==> src/rtl/dmxr_pkg.sv <==
// Shared types and constants for the DMX512 frame receiver.
`timescale 1ns / 1ps
package dmxr_pkg;

  // Window size and derived widths
  localparam int MAX_CHANNELS = 32;
  localparam int CH_IDX_W     = (MAX_CHANNELS > 1) ? $clog2(MAX_CHANNELS) : 1;
  localparam int CH_CNT_W     = 6;
  localparam int SLOT_W       = 10;
  localparam int ADDR_W       = 9;
  localparam int CFG_IDX_W    = 3;

  localparam logic [SLOT_W-1:0] LAST_SLOT = SLOT_W'(512);

  // Register reset values
  localparam logic [31:0]         BREAK_MIN_RST     = 32'd8;
  localparam logic [31:0]         BREAK_MAX_RST     = 32'd1000;
  localparam logic [7:0]          TIMEOUT_RST       = 8'd100;
  localparam logic [ADDR_W-1:0]   START_ADDR_RST    = '0;
  localparam logic [CH_CNT_W-1:0] CHANNEL_COUNT_RST = CH_CNT_W'(32);

  // Register indexes
  localparam logic [CFG_IDX_W-1:0] REG_BREAK_MIN     = 3'd0;
  localparam logic [CFG_IDX_W-1:0] REG_BREAK_MAX     = 3'd1;
  localparam logic [CFG_IDX_W-1:0] REG_TIMEOUT       = 3'd2;
  localparam logic [CFG_IDX_W-1:0] REG_START_ADDRESS = 3'd3;
  localparam logic [CFG_IDX_W-1:0] REG_CHANNEL_COUNT = 3'd4;

  // Input item opcodes
  typedef enum logic [1:0] {
    OP_FALL = 2'd0,
    OP_RISE = 2'd1,
    OP_BYTE = 2'd2,
    OP_TICK = 2'd3
  } op_t;

  // Controller states
  typedef enum logic [1:0] {
    S_IDLE,
    S_READ,
    S_SHOW
  } state_t;

  // Controller to datapath
  typedef struct packed {
    logic accept;    // input item taken this cycle
    logic rd_clear;  // restart window readout at entry 0
    logic rd_load;   // read window entry into output register
    logic rd_step;   // advance to next window entry
  } ctrl_cmd_t;

  // Datapath to controller
  typedef struct packed {
    logic emit_req;  // current item ends a frame that must be emitted
    logic rd_last;   // output register holds the final channel
  } dp_stat_t;

endpackage

==> src/rtl/dmxr_ctrl.sv <==
// Controller state machine: item intake and window readout sequencing.
`timescale 1ns / 1ps
module dmxr_ctrl (
  input  logic                clk,
  input  logic                rst,
  input  logic                in_valid,
  output logic                in_ready,
  output logic                out_valid,
  input  logic                out_ready,
  input  dmxr_pkg::dp_stat_t  stat,
  output dmxr_pkg::ctrl_cmd_t cmd
);

  dmxr_pkg::state_t state, state_next;

  // State register
  always_ff @(posedge clk) begin
    if (rst) begin
      state <= dmxr_pkg::S_IDLE;
    end else begin
      state <= state_next;
    end
  end

  // Next state
  always_comb begin
    state_next = state;
    unique case (state)
      dmxr_pkg::S_IDLE: begin
        if (in_valid && stat.emit_req) state_next = dmxr_pkg::S_READ;
      end
      dmxr_pkg::S_READ: begin
        state_next = dmxr_pkg::S_SHOW;
      end
      dmxr_pkg::S_SHOW: begin
        if (out_ready) begin
          state_next = stat.rd_last ? dmxr_pkg::S_IDLE : dmxr_pkg::S_READ;
        end
      end
      default: state_next = dmxr_pkg::S_IDLE;
    endcase
  end

  // Outputs
  always_comb begin
    in_ready  = 1'b0;
    out_valid = 1'b0;
    cmd       = '0;
    unique case (state)
      dmxr_pkg::S_IDLE: begin
        in_ready     = 1'b1;
        cmd.accept   = in_valid;
        cmd.rd_clear = in_valid && stat.emit_req;
      end
      dmxr_pkg::S_READ: begin
        cmd.rd_load = 1'b1;
      end
      dmxr_pkg::S_SHOW: begin
        out_valid   = 1'b1;
        cmd.rd_step = out_ready && !stat.rd_last;
      end
      default: begin
        in_ready = 1'b0;
      end
    endcase
  end

endmodule

==> src/rtl/dmxr_dp.sv <==
// Datapath: config registers, break detection, slot counting, window store.
`timescale 1ns / 1ps
module dmxr_dp (
  input  logic                               clk,
  input  logic                               rst,
  input  dmxr_pkg::ctrl_cmd_t                cmd,
  output dmxr_pkg::dp_stat_t                 stat,
  input  logic                               cfg_valid,
  input  logic [dmxr_pkg::CFG_IDX_W-1:0]     cfg_index,
  input  logic [31:0]                        cfg_data,
  input  logic [1:0]                         op,
  input  logic [31:0]                        timestamp,
  input  logic [7:0]                         data_byte,
  output logic [7:0]                         channel_value,
  output logic [4:0]                         channel_index,
  output logic                               last
);

  localparam int IW = dmxr_pkg::CH_IDX_W;
  localparam int CW = dmxr_pkg::CH_CNT_W;
  localparam int SW = dmxr_pkg::SLOT_W;
  localparam int AW = dmxr_pkg::ADDR_W;

  // Configuration registers
  logic [31:0]   break_min;
  logic [31:0]   break_max;
  logic [7:0]    timeout_ticks;
  logic [AW-1:0] start_address;
  logic [CW-1:0] channel_count;

  // Frame state
  logic          receiving;
  logic [31:0]   edge_time;
  logic          edge_valid;
  logic [SW-1:0] slot_count;
  logic [7:0]    start_code;
  logic [7:0]    tick_count;
  logic [7:0]    window_store [dmxr_pkg::MAX_CHANNELS];

  // Readout
  logic [IW-1:0] rd_idx;
  logic [7:0]    rd_data;
  logic          rd_zero;
  logic          rd_last;

  logic [CW-1:0] active_n;
  logic [SW-1:0] first_slot;
  logic [SW-1:0] pos;
  logic          in_window;
  logic [31:0]   diff;
  logic          is_break;
  logic          frame_end;
  logic [8:0]    tick_inc;
  logic [SW-1:0] rd_slot;
  dmxr_pkg::op_t op_q;

  assign op_q = dmxr_pkg::op_t'(op);

  // Channel count saturated to the window size
  assign active_n = (channel_count > CW'(dmxr_pkg::MAX_CHANNELS)) ?
                    CW'(dmxr_pkg::MAX_CHANNELS) : channel_count;

  // Window placement of the current slot
  assign first_slot = SW'(start_address) + SW'(1);
  assign pos        = slot_count - first_slot;
  assign in_window  = (slot_count != '0) && (slot_count >= first_slot) &&
                      (pos < SW'(active_n));

  // Break pulse width, wrapping
  assign diff     = timestamp - edge_time;
  assign is_break = (diff > break_min) && (diff < break_max);

  assign frame_end = receiving && (slot_count == dmxr_pkg::LAST_SLOT);
  assign tick_inc  = {1'b0, tick_count} + 9'd1;

  assign stat.emit_req = (op_q == dmxr_pkg::OP_BYTE) && frame_end &&
                         (start_code == 8'd0) && (active_n != '0);
  assign stat.rd_last  = rd_last;

  // Config writes
  always_ff @(posedge clk) begin
    if (rst) begin
      break_min     <= dmxr_pkg::BREAK_MIN_RST;
      break_max     <= dmxr_pkg::BREAK_MAX_RST;
      timeout_ticks <= dmxr_pkg::TIMEOUT_RST;
      start_address <= dmxr_pkg::START_ADDR_RST;
      channel_count <= dmxr_pkg::CHANNEL_COUNT_RST;
    end else if (cfg_valid) begin
      unique case (cfg_index)
        dmxr_pkg::REG_BREAK_MIN:     break_min     <= cfg_data;
        dmxr_pkg::REG_BREAK_MAX:     break_max     <= cfg_data;
        dmxr_pkg::REG_TIMEOUT:       timeout_ticks <= cfg_data[7:0];
        dmxr_pkg::REG_START_ADDRESS: start_address <= cfg_data[AW-1:0];
        dmxr_pkg::REG_CHANNEL_COUNT: channel_count <= cfg_data[CW-1:0];
        default: ;
      endcase
    end
  end

  // Frame state update per item
  always_ff @(posedge clk) begin
    if (rst) begin
      receiving  <= 1'b0;
      edge_valid <= 1'b0;
      slot_count <= '0;
      tick_count <= '0;
      start_code <= '0;
    end else if (cmd.accept) begin
      unique case (op_q)
        dmxr_pkg::OP_FALL: begin
          if (!receiving) edge_valid <= 1'b1;
        end
        dmxr_pkg::OP_RISE: begin
          if (!receiving && edge_valid) begin
            edge_valid <= 1'b0;
            if (is_break) begin
              receiving  <= 1'b1;
              slot_count <= '0;
              tick_count <= '0;
            end
          end
        end
        dmxr_pkg::OP_BYTE: begin
          if (receiving) begin
            if (slot_count == '0) start_code <= data_byte;
            if (frame_end) begin
              receiving  <= 1'b0;
              slot_count <= '0;
              tick_count <= '0;
            end else begin
              slot_count <= slot_count + SW'(1);
            end
          end
        end
        dmxr_pkg::OP_TICK: begin
          if (receiving) begin
            if (tick_inc > {1'b0, timeout_ticks}) begin
              tick_count <= '0;
              receiving  <= 1'b0;
            end else begin
              tick_count <= tick_inc[7:0];
            end
          end
        end
        default: ;
      endcase
    end
  end

  // Falling edge timestamp, no reset needed
  always_ff @(posedge clk) begin
    if (cmd.accept && (op_q == dmxr_pkg::OP_FALL) && !receiving) begin
      edge_time <= timestamp;
    end
  end

  // Window store write port
  always_ff @(posedge clk) begin
    if (cmd.accept && (op_q == dmxr_pkg::OP_BYTE) && receiving && in_window) begin
      window_store[pos[IW-1:0]] <= data_byte;
    end
  end

  // Readout index
  always_ff @(posedge clk) begin
    if (rst) begin
      rd_idx <= '0;
    end else if (cmd.rd_clear) begin
      rd_idx <= '0;
    end else if (cmd.rd_step) begin
      rd_idx <= rd_idx + IW'(1);
    end
  end

  // Slots beyond the end of the frame read as zero
  assign rd_slot = SW'(start_address) + SW'(1) + SW'(rd_idx);

  // Window store read port, registered
  always_ff @(posedge clk) begin
    if (cmd.rd_load) begin
      rd_data <= window_store[rd_idx];
      rd_zero <= (rd_slot > dmxr_pkg::LAST_SLOT);
      rd_last <= ((CW'(rd_idx) + CW'(1)) == active_n);
    end
  end

  assign channel_value = rd_zero ? 8'd0 : rd_data;
  assign channel_index = 5'(rd_idx);
  assign last          = rd_last;

endmodule

==> src/rtl/dmx512_frame_receiver.sv <==
// DMX512 frame receiver top level: break detect, slot capture, window readout.
// Input items are taken in the cycle they are offered while no readout is running.
// The final slot byte of a frame with start code zero and a nonzero channel count
// starts a readout: each result takes a READ state, which loads the registered
// window store read, then a SHOW state, which presents it and holds through any output stall.
// Reset (rst, synchronous) clears control state and loads register defaults;
// the window store is not cleared.
`timescale 1ns / 1ps
module dmx512_frame_receiver (
  input  logic                           clk,
  input  logic                           rst,
  input  logic                           in_valid,
  output logic                           in_ready,
  input  logic [1:0]                     op,
  input  logic [31:0]                    timestamp,
  input  logic [7:0]                     data_byte,
  output logic                           out_valid,
  input  logic                           out_ready,
  output logic [7:0]                     channel_value,
  output logic [4:0]                     channel_index,
  output logic                           last,
  input  logic                           cfg_valid,
  output logic                           cfg_ready,
  input  logic [dmxr_pkg::CFG_IDX_W-1:0] cfg_index,
  input  logic [31:0]                    cfg_data
);

  dmxr_pkg::ctrl_cmd_t cmd;
  dmxr_pkg::dp_stat_t  stat;

  // Register writes are always taken
  assign cfg_ready = 1'b1;

  dmxr_ctrl u_ctrl (
    .clk       (clk),
    .rst       (rst),
    .in_valid  (in_valid),
    .in_ready  (in_ready),
    .out_valid (out_valid),
    .out_ready (out_ready),
    .stat      (stat),
    .cmd       (cmd)
  );

  dmxr_dp u_dp (
    .clk           (clk),
    .rst           (rst),
    .cmd           (cmd),
    .stat          (stat),
    .cfg_valid     (cfg_valid),
    .cfg_index     (cfg_index),
    .cfg_data      (cfg_data),
    .op            (op),
    .timestamp     (timestamp),
    .data_byte     (data_byte),
    .channel_value (channel_value),
    .channel_index (channel_index),
    .last          (last)
  );

endmodule

==> config.mk <==
export PLATFORM = sky130hd
export DESIGN_NAME = dmx512_frame_receiver
export DESIGN_NICKNAME = d
export VERILOG_FILES = /design/src/rtl/dmxr_pkg.sv /design/src/rtl/dmxr_ctrl.sv /design/src/rtl/dmxr_dp.sv /design/src/rtl/dmx512_frame_receiver.sv
export SDC_FILE = /design/constraint.sdc
export NUM_CORES = 1
export LEC_CHECK = 0
export BUFFER_PORTS_ARGS = -buffer_cell sky130_fd_sc_hd__buf_4
export CAP_MARGIN = 10
export CORE_AREA = 4 4 275 196
export CTS_BUF_LIST = sky130_fd_sc_hd__clkbuf_4
export DETAILED_ROUTE_END_ITERATION = 16
export DIE_AREA = 0 0 279 200
export PLACE_DENSITY_LB_ADDON = 0.3
export SYNTH_ARGS = -nofsm -noshare
export SYNTH_HDL_FRONTEND = slang
export SYNTH_SLANG_ARGS = --single-unit
==> constraint.sdc <==
create_clock -name clk -period 16 [get_ports clk]
set_input_delay 4 -clock clk [delete_from_list [all_inputs] [get_ports clk]]
set_output_delay 4 -clock clk [all_outputs]
set_load 0.05 [all_outputs]
; Yosys cells after proc, flatten, opt, wreduce, memory -nomap -nowiden
; Memories as Yosys holds them, arrays and structs flattened. A register that Yosys moved wholly into a read port is not among the register bits.
; Index checks and enable logic that the tools add are counted.
[word_totals]
inputBits = 82
mem_count = 1
word_cells = 124
ram_bits = 256
out_inout_bits = 17
reg_bits = 156
[memory_table]
columns = memory, words, width, read_ports, rd_clocked_by_memory_dff, wr, line
row1 = u_dp.window_store, 32, 8, 1, 1, 1, dmxr_dp.sv:38  ; logic [7:0] window_store [dmxr_pkg::MAX_CHANNELS];
[classes]
n_mux = 35
magnitude_cmp = 7
eq_ne = 19
add_sub_neg = 8
n_reduce_logical = 39
[op_table]
columns = op, count
row1 = two-way mux 8 bit, 7
row2 = two-way mux 10 bit, 4
row3 = greater-than comparator 32 bit, 1
row4 = < comparator 32 bit, 1
row5 = subtractor 32 bit, 1
row6 = one-hot mux 8 bit (3 select lines), 1
row7 = one-hot mux 10 bit (2 select lines), 1
row8 = logical AND 1 bit, 15
row9 = two-way mux 1 bit, 15
row10 = != test 2 x 1 -> 1 bit (second input constant), 6
row11 = AND reduction 2 bit, 6
row12 = AND reduction 4 bit, 3
row13 = adder 10 x 1 -> 10 bit (second input constant), 1
row14 = adder 10 x 5 -> 10 bit, 1
row15 = adder 9 x 1 -> 10 bit (second input constant), 1
row16 = equality test 10 bit (second input constant), 1
row17 = >= comparator 10 bit, 1
row18 = greater-than comparator 10 bit (second input constant), 1
row19 = zero test 10 bit, 1
row20 = < comparator 10 x 6 -> 1 bit, 1
row21 = nonzero test 10 bit, 1
row22 = subtractor 10 bit, 1
row23 = adder 8 x 1 -> 9 bit (second input constant), 1
row24 = greater-than comparator 9 x 8 -> 1 bit, 1
row25 = other kinds (25), 35

; Longest topological paths before layout
[logic_depth]
word_depth = 12
mapped_depth = 24
ltp_nobuf = 23

; By module
; From an unflattened synthesis, not the netlist that was laid out.
[unflattened]
cells_unflattened = 1677
area_unflattened_um2 = 20603.5
[by_module_without_submodules]
columns = mod, area_each_um2, seq_area_each_um2, cells_per_inst, n_inst
row1 = dmxr_dp, 20462.1, 11350.9, 1661, 1
row2 = dmxr_ctrl, 130.1, 40.0, 14, 1
row3 = dmx512_frame_receiver, 11.3, 0.0, 2, 1

; Worst setup path before layout
; Ideal clock, no wire load.
[synth_timing]
kind = input -> register
start = in timestamp[0]
end = reg u_dp.tick_count[0]
arrival_time_ns = 7.895
path_buffers = 1
stages = 24
setup_time_ns = 0.084
slack_ns = 8.021
t_required_ns = 15.916
cell_sequence = inv_1 > ha_1 > inv_1 > fa_1 > a211oi_1 > o21ai_0 > nand2_1 > nand4b_1 > nand2_1 > a21oi_1 > o21bai_1 > a21oi_1 > xnor2_1 > ha_1 > nand4_1 > or3_4 > a211o_1 > o2111ai_1 > a2111oi_1 > a311oi_2 > o211ai_2 > buf_6 > nand2b_4 > o31ai_2
[synth_via]
elab_chain_len = 5
word_cells_on_any_way = 6
cone_classes = add/sub: 1 / order compare: 2 / eq/ne: 1 / reduce/logical: 2
[synth_rtl]
columns = item, line
row1 = "start, declared", dmx512_frame_receiver.sv:15  ; input logic [31:0] timestamp,
row2 = subtractor 32 bit *, dmxr_dp.sv:70  ; assign diff = timestamp - edge_time;
row3 = greater-than comparator 32 bit or < comparator 32 bit (tied branches), dmxr_dp.sv:71  ; assign is_break = (diff > break_min) && (diff < break_max);
row4 = logical AND 1 bit *, dmxr_dp.sv:71
row5 = != test 2 x 1 -> 1 bit (no source line) *, n/a
row6 = AND reduction 7 bit (no source line) *, n/a
row7 = "end signal, assigned", dmxr_dp.sv:141  ; tick_count <= tick_inc[7:0];
row8 = "end, declared", dmxr_dp.sv:37  ; logic [7:0] tick_count;
; Mark *: on every way between the ends. The rest lies on a longest branch, timed or not.
; A chain may end at the register's enable or synchronous reset.

; Worst setup path after layout
[layout_timing]
start = in timestamp[0]
end = reg u_dp.tick_count[2]
; The elaborated chain is that of the path after synthesis.

==> impl_metrics.tcl <==
set metrics [dict create \
    setup_tns_ns 0 \
    initial_core_util_pct 39.5 \
    dr.pass1.iters 7 \
    grt_pass1_wl_um 75800 \
    dp_hpwl_um 34600 \
    hold_viol 0 \
    grt_overflow 0 \
    end_kind "flip-flop" \
    max_freq_ghz 0.121 \
    synth_area_per_cell_um2 12.2 \
    postCtsSetupBuffers 0 \
    fillers 4733 \
    ant_nets 0 \
    tightest_slew_ns 1.17 \
    clock_latency_ns 0.89 \
    cts_tree "built" \
    syn-instance-count 1662 \
    final.min_clock_period_ns 8.29 \
    drive_above_1_share_pct 19.9 \
    gp_congestion 0.848 \
    pin_count 99 \
    syn-num-nets 1874 \
    cts-buffers-inserted 105 \
    slowest_delay_ns 0.48 \
    fp.dieW_um 279 \
    drc 0 \
    routed_wl_um 50000 \
    grtUsageTotal_pct 17.7 \
    power_uw 2260 \
    synthArstFlopShare_pct 0 \
    yosysUniqueCellTypes 75 \
    hold_buffers 0 \
    dieArea_mm2 0.0558 \
    antenna_found_initial 3 \
    yosys_register_bits 420 \
    critPathMaxFanout 12 \
    wl_per_cell_um 19.3 \
    seqCellArea_mm2 0.0114 \
    grt_setup_unrepaired "no" \
    p_leak_uw 0.00840 \
    crit_type "primary input to flip-flop" \
    grt_max_degree 88 \
    final_nets 2034 \
    first_iter_violations 1232 \
    cp_slowest_cell "o211ai_2" \
    ir_drop_v 0.0000451 \
    htreeDepth 3 \
    yosys_warnings 0 \
    maxSlewHeadroom_pct 21.4 \
    synth_edf_count 298 \
    cap_violations 0 \
    cp_data_required_time_ns 16.69 \
    cts.path.max_buffers 3 \
    arrival_ns 8.98 \
    slew_violations 0 \
    power_density_mw_per_mm2 97.5 \
    cp_cell_sequence "buf_4 -> inv_1 -> ha_1 -> inv_1 -> fa_1 -> a211oi_1 -> o21ai_0 -> nand2_1 -> o22ai_1 -> nand4bb_1 -> a31oi_1 -> o21bai_1 -> a21oi_1 -> xnor2_1 -> ha_1 -> and4_1 -> nand4_1 -> nor4_1 -> a221oi_1 -> o211ai_1 -> a311oi_2 -> o211ai_2 -> nand2b_4 -> o32ai_1" \
    placed_cell_area_mm2 0.0218 \
    fin_area_mm2 0.0231 \
    setup_violations 0 \
    vias 13686 \
    ctsResizeCount 0 \
    io_buffers 97 \
    seq_area_frac_synth_pct 56.0 \
    vias_per_cell 5.28 \
    netlist_area_mm2 0.0204 \
    synth_top_flop_cell "edfxtp_1" \
    die_height_um 200 \
    cts_root_buffer "clkbuf_4" \
    core_mm2 0.0515 \
    crit_buf_inv 3 \
    skew_ns 0.0662 \
    syn_to_final_growth_pct 13.7 \
    utilization_pct 44.9 \
    multiInputGateArea_mm2 0.00827 \
    outcome "completed" \
    rows 70 \
    critPathLaunchType "primary input" \
    cp_top_family "compound AO/OA/AOI/OAI gates" \
    grt_pass1_vias 13380 \
    clk_pin_slew_ns 0.07 \
    post-route-period-util_pct 51.8 \
    hold_path.class "flip-flop to flip-flop" \
    cts.sinks 420 \
]
worst paths after layout:
kind	startpoint	to	slack (ns)	depth (start not counted)
worst max-delay path	timestamp[0]	u_dp.tick_count[2]$_SDFFE_PP0P_	7.71	24
worst min-delay path	u_dp.break_min[29]$_SDFFE_PP0P_	u_dp.break_min[29]$_SDFFE_PP0P_	0.45	2
worst max register to register	u_dp.start_address[0]$_SDFFE_PP0P_	u_dp.window_store[30][2]$_DFFE_PP_	10.50	15
worst min register to register	u_dp.break_min[29]$_SDFFE_PP0P_	u_dp.break_min[29]$_SDFFE_PP0P_	0.45	2
kinds of logic after synthesis:
| kind of cell | after synthesis | synth area share (%) |
|---|---|---|
| other cells | 1 | 0.0184 |
| compound gates | 291 | 9.01 |
| fa+ha+maj | 130 | 8.10 |
| xor+xnor | 54 | 2.32 |
| simple gates | 471 | 10.8 |
| buf+inv | 186 | 3.49 |
| flops | 420 | 56.0 |
| mux | 109 | 10.3 |
state kept, by name, indices dropped and copies added (netlist names), 9 cells and up:
| register | count |
|---|---|
| u_dp.edge_time | 32 |
| u_dp.break_min | 32 |
| u_dp.break_max | 32 |
| u_dp.start_address | 9 |
| u_dp.slot_count | 10 |
| u_dp.window_store | 256 |
stage by stage:
step                      cells  hold WS, ns  worst slack (ns)
after global routing       2592        0.469              7.30
after global placement     2399        0.443              7.18
final                      2592        0.454              7.71
after floorplan            1662        0.434              8.02
after detailed placement   2399        0.447              6.94
after CTS                  2590        0.455              7.83
layout by cell type, fill, tap and decap left out, types with 7 or more instances in the layout:
cell,count
a21boi_0,7
xnor2_1,27
edfxtp_1,298
mux2i_1,21
nand2b_1,12
a21o_1,29
nand2_1,194
and3_1,21
xor2_1,27
nor2_1,109
mux4_2,80
dfxtp_1,120
nor3_1,14
a31oi_1,10
buf_4,105
clkbuf_4,153
a21oi_1,129
mux2_2,8
ha_1,127
o2111ai_1,7
clkinv_1,27
inv_1,134
nor2b_1,33
o211ai_1,16
o21ai_0,42
nand4_1,17
nand3_1,27
o21a_1,7
final cells by class:
class,count,share of cell area [%]
Tap cell,684,3.70
Clock buffer,153,4.96
Clock inverter,38,0.779
Sequential cell,420,49.2
Antenna cell,2,0.0216
Inverter,134,2.17
Multi-Input combinational cell,1056,35.7
Timing Repair Buffer,105,3.41
power breakdown:
group	internal (uW)	switching [uW]	total, uW	leakage [uW]
logic	77.6	117	194	0.00392
clock network	444	446	890	0.000794
registers	1170	3.56	1170	0.00368
per-layer routing:
| layer | wire length (um) | GRT usage [%] | vias to the layer above | part of all wire, % |
|---|---|---|---|---|
| met5 | 13 | 0 | - | 0.026 |
| met1 | 24200 | 26.9 | 6695 | 48 |
| li1 | - | - | 6519 | - |
| met4 | 785 | 5.22 | 2 | 1.6 |
| met2 | 21300 | 25.1 | 408 | 43 |
| met3 | 3730 | 4.43 | 62 | 7.5 |
synth_stat cells (all sizes together) (4+ instances only):
library cell,n,area [um2]
nand2b,13,88.8
nor4,7,50.1
nor3b,4,30.0
a21o,29,218
mux4,80,1800
nor2b,33,206
buf,14,65.1
and2,5,32.5
a31oi,10,62.6
a2111oi,5,51.3
and3,21,131
o21ai,42,210
nand3,27,135
dfxtp,122,2440
nand2,194,728
nor2,111,417
or2,6,37.5
or3,7,48.8
ha,127,1590
edfxtp,298,8950
nand4,17,106
a211o,4,36.3
a311oi,4,58.8
mux2i,21,210
a211oi,5,37.5
nor3,14,70.1
o2111ai,7,61.3
o31ai,5,42.5
xnor2,27,236
o211ai,17,133
o21a,7,52.6
xor2,27,236
a21boi,8,60.1
a21oi,129,646
mux2,8,90.1
clkbuf,38,143
inv,134,503
nand4bb,4,45.0
worst reg2reg max path, cell delays in order (launching register included):
cell	delay [ns]
dfxtp_1	0.45
ha_1	0.29
xor2_1	0.25
inv_1	0.14
ha_1	0.34
o21ai_0	0.12
a21boi_0	0.25
o21ai_0	0.16
a21boi_1	0.22
nor2_1	0.09
ha_1	0.34
a2111oi_0	0.46
o21ai_0	0.20
nor4_2	0.41
o2111ai_1	0.52
nor2_1	0.88
No activity file was read; power rests on OpenSTA's default activity.
